$ cat src/rtl/mexp_pkg.sv
// ============================================================================
// Modular exponentiation package
// Word width, shared types and the modular add and reduce steps used by the
// exponentiation core and its bit-serial multiplier.
// ============================================================================
package mexp_pkg;

   // Width of the arithmetic; only the low WORD_BITS bits of each field count.
   localparam int WORD_BITS  = 64;
   // Width of the request and response fields at the ports.
   localparam int FIELD_BITS = 64;
   // Step counter: counts WORD_BITS-1 down to zero.
   localparam int CNT_BITS   = $clog2(WORD_BITS);

   typedef logic [WORD_BITS-1:0] word_type;
   typedef logic [CNT_BITS-1:0]  cnt_type;

   typedef enum logic [2:0] {
      ST_IDLE,
      ST_REDUCE,
      ST_MUL_LOAD,
      ST_MUL_RUN,
      ST_FINISH
   } state_type;

   // (x + y) mod m for x, y < m, with the carry kept as a 65th bit.
   function automatic word_type add_mod(word_type x, word_type y, word_type m);
      logic [WORD_BITS:0] sum;
      logic [WORD_BITS:0] diff;
      sum  = {1'b0, x} + {1'b0, y};
      diff = sum - {1'b0, m};
      if (sum >= {1'b0, m}) begin
         return diff[WORD_BITS-1:0];
      end else begin
         return sum[WORD_BITS-1:0];
      end
   endfunction

   // One restoring division step: shift the next dividend bit into r (r < m).
   function automatic word_type red_step(word_type r, logic b, word_type m);
      logic [WORD_BITS:0] t;
      logic [WORD_BITS:0] diff;
      t    = {r, b};
      diff = t - {1'b0, m};
      if (t >= {1'b0, m}) begin
         return diff[WORD_BITS-1:0];
      end else begin
         return t[WORD_BITS-1:0];
      end
   endfunction

   // x mod m for x < 2m.
   function automatic word_type reduce_once(word_type x, word_type m);
      if (x >= m) begin
         return x - m;
      end else begin
         return x;
      end
   endfunction

endpackage

$ cat src/rtl/mexp_mod_mul.sv
// ============================================================================
// Bit-serial modular multiplier
// Shift-and-add product modulo m, taking one multiplier bit per cycle.
// ============================================================================
module mexp_mod_mul import mexp_pkg::*; (
   input  logic     clock,
   input  logic     reset,
   input  logic     start,
   input  word_type multiplicand,
   input  word_type multiplier,
   input  word_type modulus,
   output word_type product,
   output logic     done
);

   logic     busy_ff, busy_in;
   logic     done_ff, done_in;
   cnt_type  cnt_ff, cnt_in;
   word_type addend_ff, addend_in;
   word_type bits_ff, bits_in;
   word_type sum_ff, sum_in;

   always_comb begin
      busy_in   = busy_ff;
      cnt_in    = cnt_ff;
      addend_in = addend_ff;
      bits_in   = bits_ff;
      sum_in    = sum_ff;
      done_in   = 1'b0;
      if (start) begin
         busy_in   = 1'b1;
         cnt_in    = CNT_BITS'(WORD_BITS - 1);
         addend_in = reduce_once(multiplicand, modulus);
         bits_in   = multiplier;
         sum_in    = '0;
      end else if (busy_ff) begin
         if (bits_ff[0]) begin
            sum_in = add_mod(sum_ff, addend_ff, modulus);
         end
         addend_in = add_mod(addend_ff, addend_ff, modulus);
         bits_in   = bits_ff >> 1;
         cnt_in    = cnt_ff - 1'b1;
         if (cnt_ff == '0) begin
            busy_in = 1'b0;
            done_in = 1'b1;
         end
      end
   end

   always_ff @(posedge clock) begin
      if (reset) begin
         busy_ff <= 1'b0;
         done_ff <= 1'b0;
      end else begin
         busy_ff <= busy_in;
         done_ff <= done_in;
      end
      cnt_ff    <= cnt_in;
      addend_ff <= addend_in;
      bits_ff   <= bits_in;
      sum_ff    <= sum_in;
   end

   assign product = sum_ff;
   assign done    = done_ff;

endmodule

$ cat src/rtl/modular_exponentiation_core.sv
// Throughput: one request at a time, as requests are taken only in the idle state;
// the next is taken the cycle after the previous result enters the response register.
// Reset: synchronous, active high; clears the controller and the response valid.
// ============================================================================
// Modular exponentiation core
// Computes base^exponent mod modulus by a bit-serial base reduction followed
// by right-to-left square-and-multiply on two bit-serial modular multipliers.
// ============================================================================
module modular_exponentiation_core import mexp_pkg::*; (
   input  logic                  clock,
   input  logic                  reset,
   input  logic                  req_valid,
   output logic                  req_ready,
   input  logic [FIELD_BITS-1:0] req_base,
   input  logic [FIELD_BITS-1:0] req_exponent,
   input  logic [FIELD_BITS-1:0] req_modulus,
   output logic                  rsp_valid,
   input  logic                  rsp_ready,
   output logic [FIELD_BITS-1:0] rsp_power_result,
   output logic                  rsp_zero_modulus
);

   // Controller state.
   state_type state_ff, state_in;

   // Working registers. The base is consumed most significant bit first by the
   // reduction, and the exponent least significant bit first by the power loop.
   word_type m_ff, m_in;
   word_type exp_ff, exp_in;
   word_type base_ff, base_in;
   word_type rem_ff, rem_in;
   cnt_type  cnt_ff, cnt_in;
   word_type acc_ff, acc_in;
   word_type sq_ff, sq_in;
   logic     zero_ff, zero_in;

   // Response register, which lets a finished result wait for the consumer.
   logic                  rsp_valid_ff, rsp_valid_in;
   logic [FIELD_BITS-1:0] rsp_result_ff, rsp_result_in;
   logic                  rsp_zero_ff, rsp_zero_in;

   // Controls from the output decoder.
   logic mul_start;
   logic out_load;

   // Multiplier results. Both units run in lockstep on the same multiplier
   // bits (the current square), so a single done is used.
   word_type acc_prod;
   word_type sq_prod;
   logic     acc_done;
   logic     sq_done;

   word_type req_modulus_w;
   assign req_modulus_w = req_modulus[WORD_BITS-1:0];

   // The running product: acc times the square, used only when the current
   // exponent bit is set.
   mexp_mod_mul u_acc_mul (
      .clock        (clock),
      .reset        (reset),
      .start        (mul_start),
      .multiplicand (acc_ff),
      .multiplier   (sq_ff),
      .modulus      (m_ff),
      .product      (acc_prod),
      .done         (acc_done)
   );

   // The square of the square.
   mexp_mod_mul u_sq_mul (
      .clock        (clock),
      .reset        (reset),
      .start        (mul_start),
      .multiplicand (sq_ff),
      .multiplier   (sq_ff),
      .modulus      (m_ff),
      .product      (sq_prod),
      .done         (sq_done)
   );

   // Next-state logic.
   always_comb begin
      state_in = state_ff;
      case (state_ff)
         ST_IDLE: begin
            if (req_valid) begin
               if (req_modulus_w == '0) begin
                  state_in = ST_FINISH;
               end else begin
                  state_in = ST_REDUCE;
               end
            end
         end
         ST_REDUCE: begin
            if (cnt_ff == '0) begin
               if (exp_ff == '0) begin
                  state_in = ST_FINISH;
               end else begin
                  state_in = ST_MUL_LOAD;
               end
            end
         end
         ST_MUL_LOAD: begin
            state_in = ST_MUL_RUN;
         end
         ST_MUL_RUN: begin
            if (sq_done) begin
               if ((exp_ff >> 1) == '0) begin
                  state_in = ST_FINISH;
               end else begin
                  state_in = ST_MUL_LOAD;
               end
            end
         end
         ST_FINISH: begin
            if (!rsp_valid_ff || rsp_ready) begin
               state_in = ST_IDLE;
            end
         end
         default: begin
            state_in = ST_IDLE;
         end
      endcase
   end

   // Output decoder.
   always_comb begin
      req_ready = 1'b0;
      mul_start = 1'b0;
      out_load  = 1'b0;
      case (state_ff)
         ST_IDLE: begin
            req_ready = 1'b1;
         end
         ST_MUL_LOAD: begin
            mul_start = 1'b1;
         end
         ST_FINISH: begin
            out_load = !rsp_valid_ff || rsp_ready;
         end
         default: begin
            req_ready = 1'b0;
         end
      endcase
   end

   // Datapath. On acceptance the operands are latched and the remainder is
   // cleared; a zero modulus goes straight to the response with a zero
   // result. The reduction then shifts one base bit per cycle into the
   // remainder. Each power step updates the accumulator only when the low
   // exponent bit is set, always replaces the square, and shifts the exponent.
   always_comb begin
      m_in    = m_ff;
      exp_in  = exp_ff;
      base_in = base_ff;
      rem_in  = rem_ff;
      cnt_in  = cnt_ff;
      acc_in  = acc_ff;
      sq_in   = sq_ff;
      zero_in = zero_ff;
      case (state_ff)
         ST_IDLE: begin
            if (req_valid) begin
               m_in    = req_modulus_w;
               exp_in  = req_exponent[WORD_BITS-1:0];
               base_in = req_base[WORD_BITS-1:0];
               rem_in  = '0;
               cnt_in  = CNT_BITS'(WORD_BITS - 1);
               acc_in  = '0;
               zero_in = (req_modulus_w == '0);
            end
         end
         ST_REDUCE: begin
            rem_in  = red_step(rem_ff, base_ff[WORD_BITS-1], m_ff);
            base_in = base_ff << 1;
            cnt_in  = cnt_ff - 1'b1;
            if (cnt_ff == '0) begin
               // The reduced base becomes the first square; a zero exponent
               // leaves the unreduced one as the result.
               sq_in  = rem_in;
               acc_in = WORD_BITS'(1);
            end
         end
         ST_MUL_RUN: begin
            if (sq_done) begin
               if (exp_ff[0]) begin
                  acc_in = acc_prod;
               end
               sq_in  = sq_prod;
               exp_in = exp_ff >> 1;
            end
         end
         default: begin
            m_in = m_ff;
         end
      endcase
   end

   // The response register is refilled only when it is empty or being taken.
   always_comb begin
      rsp_valid_in  = rsp_valid_ff;
      rsp_result_in = rsp_result_ff;
      rsp_zero_in   = rsp_zero_ff;
      if (out_load) begin
         rsp_valid_in  = 1'b1;
         rsp_result_in = FIELD_BITS'(acc_ff);
         rsp_zero_in   = zero_ff;
      end else if (rsp_ready) begin
         rsp_valid_in  = 1'b0;
      end
   end

   always_ff @(posedge clock) begin
      if (reset) begin
         state_ff     <= ST_IDLE;
         rsp_valid_ff <= 1'b0;
      end else begin
         state_ff     <= state_in;
         rsp_valid_ff <= rsp_valid_in;
      end
      m_ff          <= m_in;
      exp_ff        <= exp_in;
      base_ff       <= base_in;
      rem_ff        <= rem_in;
      cnt_ff        <= cnt_in;
      acc_ff        <= acc_in;
      sq_ff         <= sq_in;
      zero_ff       <= zero_in;
      rsp_result_ff <= rsp_result_in;
      rsp_zero_ff   <= rsp_zero_in;
   end

   assign rsp_valid        = rsp_valid_ff;
   assign rsp_power_result = rsp_result_ff;
   assign rsp_zero_modulus = rsp_zero_ff;

   // The two multipliers are started together and must finish together.
   assert property (@(posedge clock) disable iff (reset) acc_done == sq_done)
      else $error("multipliers out of step");

   // While the power loop runs, the square is fully reduced.
   assert property (@(posedge clock) disable iff (reset)
      state_ff == ST_MUL_RUN |-> sq_ff < m_ff)
      else $error("square not reduced");

   // The accumulator is reduced, or is still the initial one.
   assert property (@(posedge clock) disable iff (reset)
      state_ff == ST_MUL_RUN |-> (acc_ff < m_ff || acc_ff == WORD_BITS'(1)))
      else $error("accumulator not reduced");

   // A zero-modulus response always carries a zero result.
   assert property (@(posedge clock) disable iff (reset)
      rsp_valid && rsp_zero_modulus |-> rsp_power_result == '0)
      else $error("zero modulus with nonzero result");

endmodule
$ cat config.mk
export PLATFORM = sky130hd
export DESIGN_NAME = modular_exponentiation_core
export DESIGN_NICKNAME = d
export VERILOG_FILES = /design/src/rtl/mexp_pkg.sv /design/src/rtl/mexp_mod_mul.sv /design/src/rtl/modular_exponentiation_core.sv
export SDC_FILE = /design/constraint.sdc
export NUM_CORES = 2
export LEC_CHECK = 0
export BUFFER_PORTS_ARGS = -buffer_cell sky130_fd_sc_hd__buf_2
export CAP_MARGIN = 20
export CELL_PAD_IN_SITES_DETAIL_PLACEMENT = 0
export CELL_PAD_IN_SITES_GLOBAL_PLACEMENT = 1
export CORE_MARGIN = 2
export CORE_UTILIZATION = 49
export DETAILED_ROUTE_END_ITERATION = 10
export PLACE_DENSITY_LB_ADDON = 0.15
export SLEW_MARGIN = 15
export SYNTH_ARGS = -nofsm -noshare
export SYNTH_HDL_FRONTEND = slang
export SYNTH_SLANG_ARGS = --single-unit
export TNS_END_PERCENT = 5
$ cat constraint.sdc
create_clock -name clock -period 7.06 [get_ports clock]
set_input_delay 1.412 -clock clock [delete_from_list [all_inputs] [get_ports clock]]
set_output_delay 1.412 -clock clock [all_outputs]
set_load 0.01 [all_outputs]
# After elaboration in Yosys (flattened, before gate mapping)
# Index checks and enable logic that the tools add are counted.
[word_totals]
reg_bits = 859
input_bits = 196
[classes]
add_sub_neg = 14
n_lt_le_gt_ge = 7
n_eq_ne = 9
n_mux = 51
bitwise = 1
n_reduce_logical = 25
[op_table]
columns = ["op", "count"]
rows = [
  ["$mux W64", 24],
  ["$pmux W64 S2", 4],
  ["$sub A64 B64 Y64", 7],
  ["$ge A65 B64 Y1", 5],
  ["$add A64 B64 Y65", 4],
  ["$logic_not A64 Y1", 3],
  ["$pmux W64 S3", 1],
  ["$ge A64 B64 Y1", 2],
  ["$mux W3", 7],
  ["$logic_not A6 Y1", 3],
  ["$sub A6 B1 Y6 const B", 3],
  ["$pmux W3 S5", 1],
  ["$mux W1", 12],
  ["$pmux W6 S2", 1],
  ["$reduce_bool A2 Y1", 6],
  ["$ne A2 B2 Y1 const B", 4],
  ["$reduce_and A2 Y1", 4],
  ["$eq A3 B2 Y1 const B", 2],
  ["$mux W6", 1],
  ["$reduce_and A3 Y1", 2],
  ["$reduce_and A5 Y1", 1],
  ["$reduce_and A4 Y1", 1],
  ["$eq A3 B1 Y1 const B", 1],
  ["$eq A3 B3 Y1 const B", 1],
  ["7 further kinds", 7],
]

# Longest topological paths before layout
[depth]
ltp_word = 5
ltp_mapped = 29

# Hierarchy
# From an unflattened synthesis, not the netlist that was laid out.
[unflattened]
hier_cells = 8433
area_unflattened_um2 = 72948.7
[modules_own_cells]
columns = ["module", "n_inst", "cells_per_inst", "area_each_um2", "seq_area_each_um2"]
rows = [
  ["mexp_mod_mul (u_sq_mul)", 1, 3226, 25530.7, 5285.1],
  ["mexp_mod_mul (u_acc_mul)", 1, 3152, 25042.8, 5285.1],
  ["modular_exponentiation_core", 1, 2055, 22375.2, 13773.2],
]

# Worst setup path after synthesis
# No wires, ideal clock.
[synth_path]
path_kind = "input to register"
from = "input port req_valid"
to = "register acc_ff[0], enable pin"
setup_time_ns = 0.565
t_arrival_ns = 5.925
required_time_ns = 6.495
path_slack_ns = 0.571
path_stages = 4
cell_sequence = "nor2_1 > nor2_1 > a21oi_1 > nor3_1"
[synth_between]
elab_chain_len = 2
[synth_lines]
columns = ["element", "line_no", "rtl"]
rows = [
  ["from (decl)", "modular_exponentiation_core.sv:12", "input logic req_valid,"],
  ["$ne A2 B2 Y1 (no source line)", "-", ""],
  ["$reduce_and A5 Y1 (no source line)", "-", ""],
  ["to (signal assigned)", "modular_exponentiation_core.sv:226", "acc_ff <= acc_in;"],
  ["to (decl)", "modular_exponentiation_core.sv:33", "word_type acc_ff, acc_in;"],
]
# Every way passes these cells.
# A chain may end at the register's enable or synchronous reset.

# Worst setup path after layout
[layout_path]
from = "register u_sq_mul.addend_ff[3]"
to = "register u_sq_mul.sum_ff[3] (netlist: u_sq_mul.product[3])"
[layout_between]
elab_chain_len = 3
elab_cells_between_ends = 4
[layout_lines]
columns = ["element", "line_no", "rtl"]
rows = [
  ["from (decl)", "mexp_mod_mul.sv:19", "word_type addend_ff, addend_in;"],
  ["from (signal assigned)", "mexp_mod_mul.sv:59", "addend_ff <= addend_in;"],
  ["$add A64 B64 Y65 (*)", "mexp_pkg.sv:30", "sum = {1'b0, x} + {1'b0, y};"],
  ["$sub A64 B64 Y64 / $ge A65 B64 Y1 (equally long branches)", "mexp_pkg.sv:31, mexp_pkg.sv:32", ""],
  ["$mux W64 (*)", "mexp_pkg.sv:32", "if (sum >= {1'b0, m}) begin"],
  ["to (signal assigned)", "mexp_mod_mul.sv:61", "sum_ff <= sum_in;"],
  ["to (decl)", "mexp_mod_mul.sv:21", "word_type sum_ff, sum_in;"],
]
# Every way passes the cells marked *; elsewhere a longest branch is shown, timed or not.

==> impl_metrics.toml <==
[cts]
h-tree-depth = 3
tritoncts = "yes"
cts-buffers-inserted = 103
insertion_delay_ns = 0.74
clk_pin_slew_worst_paths_ns = 0.06
cts_num_sinks = 859
cts_root_buf = "clkbuf_16"
cts_hold_buf = 0
cts_max_path_buffers = 3

[timing]
slew_headroom_pct = 33.20
finalCritPeriodShare_pct = 98.69
period_needed_ns = 6.967
slew_viol_final = 0
fmax_ghz = 0.1435
hold_violations = 0
tightest_slew_ns = 1.002
fin_ws_ns = 0.09256
rsz0062_at_grt = "yes"
fin_skew_ns = 0.05576
setup_violations = 0

[placed_design]
globalplace.congestion = 1.028
dp_hpwl_um = 204700
dp_slack_ns = -0.2676
portBuffers = 262

[critical_path]
crit_type = "flip-flop to flip-flop"
worstSetupStartpointType = "flip-flop"
cp_max_fo = 88
cp_data_arrival_time_ns = 7.60
required_ns = 7.69
regToRegSetupSlack_ns = 0.09
end_kind = "flip-flop"

[synth]
synth_enable_flop_cells = 712
ys_warn_count = 0
syn_area_per_cell_um2 = 8.359
seq_area_frac_synth_pct = 34.64
syn_area_mm2 = 0.07022
syn_nets = 9188
synthArstFlopShare_pct = 0
ys_ff_latch = 859
synthDistinctLibCells = 94
synth_top_flop_cell = "edfxtp_1"
synthesis.instances = 8401

[final_layout]
area_growth_pct = 9.951
fill_cells = 13420
regArea_mm2 = 0.02432
fin_nets = 9252
final_layout_size_suffix_gt1_share_pct = 7.937
multi_input_area_mm2 = 0.04351
layout_commonest_cell = "nand2_1"
mostFrequentLayoutCells = "nand2_1 (1,238), a21oi_1 (953), edfxtp_1 (712), nor2_1 (704), ha_1 (581)"

[drt]
drt-met1-wl_um = 113000
dr_wl_met3_um = 17750
wirelength_um = 260300
vias_per_cell = 6.253
postRouteAntennaNets = 0
top_layer_used = "met5"
vias = 65350
firstDrtPassIters = 6
wl_met2_um = 115400
drcViolationCount = 0
wl_per_cell_um = 24.90
first_iter_violations = 6540

[global_route]
grt-ovfl-total = 0
grt_pass1_wl_um = 382600
track_usage_pct = 34.36
grt_max_degree = 157
grt_antenna_before_repair = 17
grt_pass1_vias = 62300

[flow_run]
cap_violations = 0

[floorplan]
die_w_um = 382.6
dieArea_mm2 = 0.1464
placementRows = 138
die_h_um = 382.6
ios = 263
initial_core_util_pct = 49.48
coreArea_mm2 = 0.1419

[min_path]
hold_path.class = "flip-flop to flip-flop"

[status]
status = "finished, final reports clean"
cells in the mapped netlist (all sizes together) (18+ instances only):
master | count | area [um^2]
a2111oi | 18 | 177.7
a211o | 19 | 166.4
a211oi | 219 | 1649
a21boi | 33 | 247.7
a21o | 343 | 2575
a21oi | 955 | 4780
a221oi | 26 | 257.8
a31oi | 91 | 569.3
and2 | 62 | 387.9
and3 | 156 | 975.9
buf | 65 | 339.1
clkbuf | 384 | 1443
dfxtp | 147 | 2943
edfxtp | 712 | 21380
ha | 582 | 7282
inv | 222 | 833.3
mux2i | 81 | 810.8
nand2 | 1240 | 4654
nand2b | 76 | 475.5
nand3 | 130 | 650.6
nand4 | 164 | 1026
nor2 | 709 | 2661
nor2b | 84 | 525.5
nor3 | 177 | 885.9
nor4 | 57 | 356.6
o211ai | 44 | 330.3
o21a | 94 | 705.7
o21ai | 515 | 2581
o21bai | 102 | 769.5
o31a | 30 | 262.8
o31ai | 52 | 414.1
or2 | 21 | 131.4
or3 | 39 | 244.0
xnor2 | 298 | 2610
xor2 | 205 | 1795
per-layer routing:
layer | up-vias | global-route usage, %
met1 | 31230 | 45.99
li1 | 31100 | -
met4 | 2 | 16.81
met2 | 2526 | 54.62
met5 | - | 0
met3 | 486 | 4.613
cells by family (layout without fill, tap and decap cells):
logic type	count (synthesis)	after routing	synth area share, %
simple gates	2979	2979	19.23
compound gates	2709	2709	24.22
flops	859	859	34.64
buf+inv	671	825	3.724
fa+ha+maj	591	591	10.63
xor+xnor	503	503	6.274
mux	89	89	1.283
other cells	0	6	0
final timing paths:
check / startpoint / endpoint / cells after the start
max: u_sq_mul.addend_ff[3] / u_sq_mul.product[3] / 23
min: zero_ff / rsp_zero_modulus / 0
max reg2reg: u_sq_mul.addend_ff[3] / u_sq_mul.product[3] / 23
min reg2reg: zero_ff / rsp_zero_modulus / 0
worst max-delay path, cell delays in order, from the launching register on:
cell,delay [ns]
edfxtp_1,0.47
ha_1,0.39
o21ai_0,0.13
o21ai_1,0.27
a31oi_1,0.21
o31ai_2,0.54
a211oi_2,0.23
o21ai_2,0.31
a31oi_1,0.25
o41ai_2,0.45
xor2_1,0.19
ha_1,0.44
nand2_1,0.14
nor2_4,0.31
nand4_1,0.26
nor3_1,0.21
nand4_1,0.41
o41ai_2,0.36
a211oi_1,0.08
o211ai_1,0.21
nor2_4,0.09
buf_12,0.21
o31a_1,0.35
a211oi_1,0.26
metrics by stage:
stage | setup TNS (ns) | area [um^2] | cells | util [%] | hold slack, ns
6_report | 0 | 77210 | 10450 | 54.40 | 0.4549
2_1_floorplan | 0 | 70220 | 8401 | - | 0.4003
4_1_cts | 0 | 77080 | 10440 | 54.31 | 0.4479
3_3_place_gp | -0.3813 | 73510 | 10250 | 51.79 | 0.4215
5_1_grt | 0 | 77200 | 10450 | 54.39 | 0.4542
3_5_place_dp | -3.857 | 73520 | 10250 | 51.80 | 0.4372
what timing repair did:
action                                  in CTS  in global routing
endpoints found under the setup margin      61                128
hold endpoints to repair                     0                  0
pin swaps                                    1                  2
resized for setup                            2                 15
gates cloned                                 0                  1
setup buffers                                1                  1
area by class of cell:
type                       instances  area share, %
multi-input combinational       6871          56.35
clock inverter                    55         0.8832
clock buffer                     140          3.716
tap                             1890          3.063
sequential                       859          31.50
inverter                         222          1.079
timing repair buffer             408          3.385
antenna                            6        0.01945
Power is left out: the tool's default activity adds up to more than one toggle a clock period on the data nets, which glitch-free logic cannot reach.
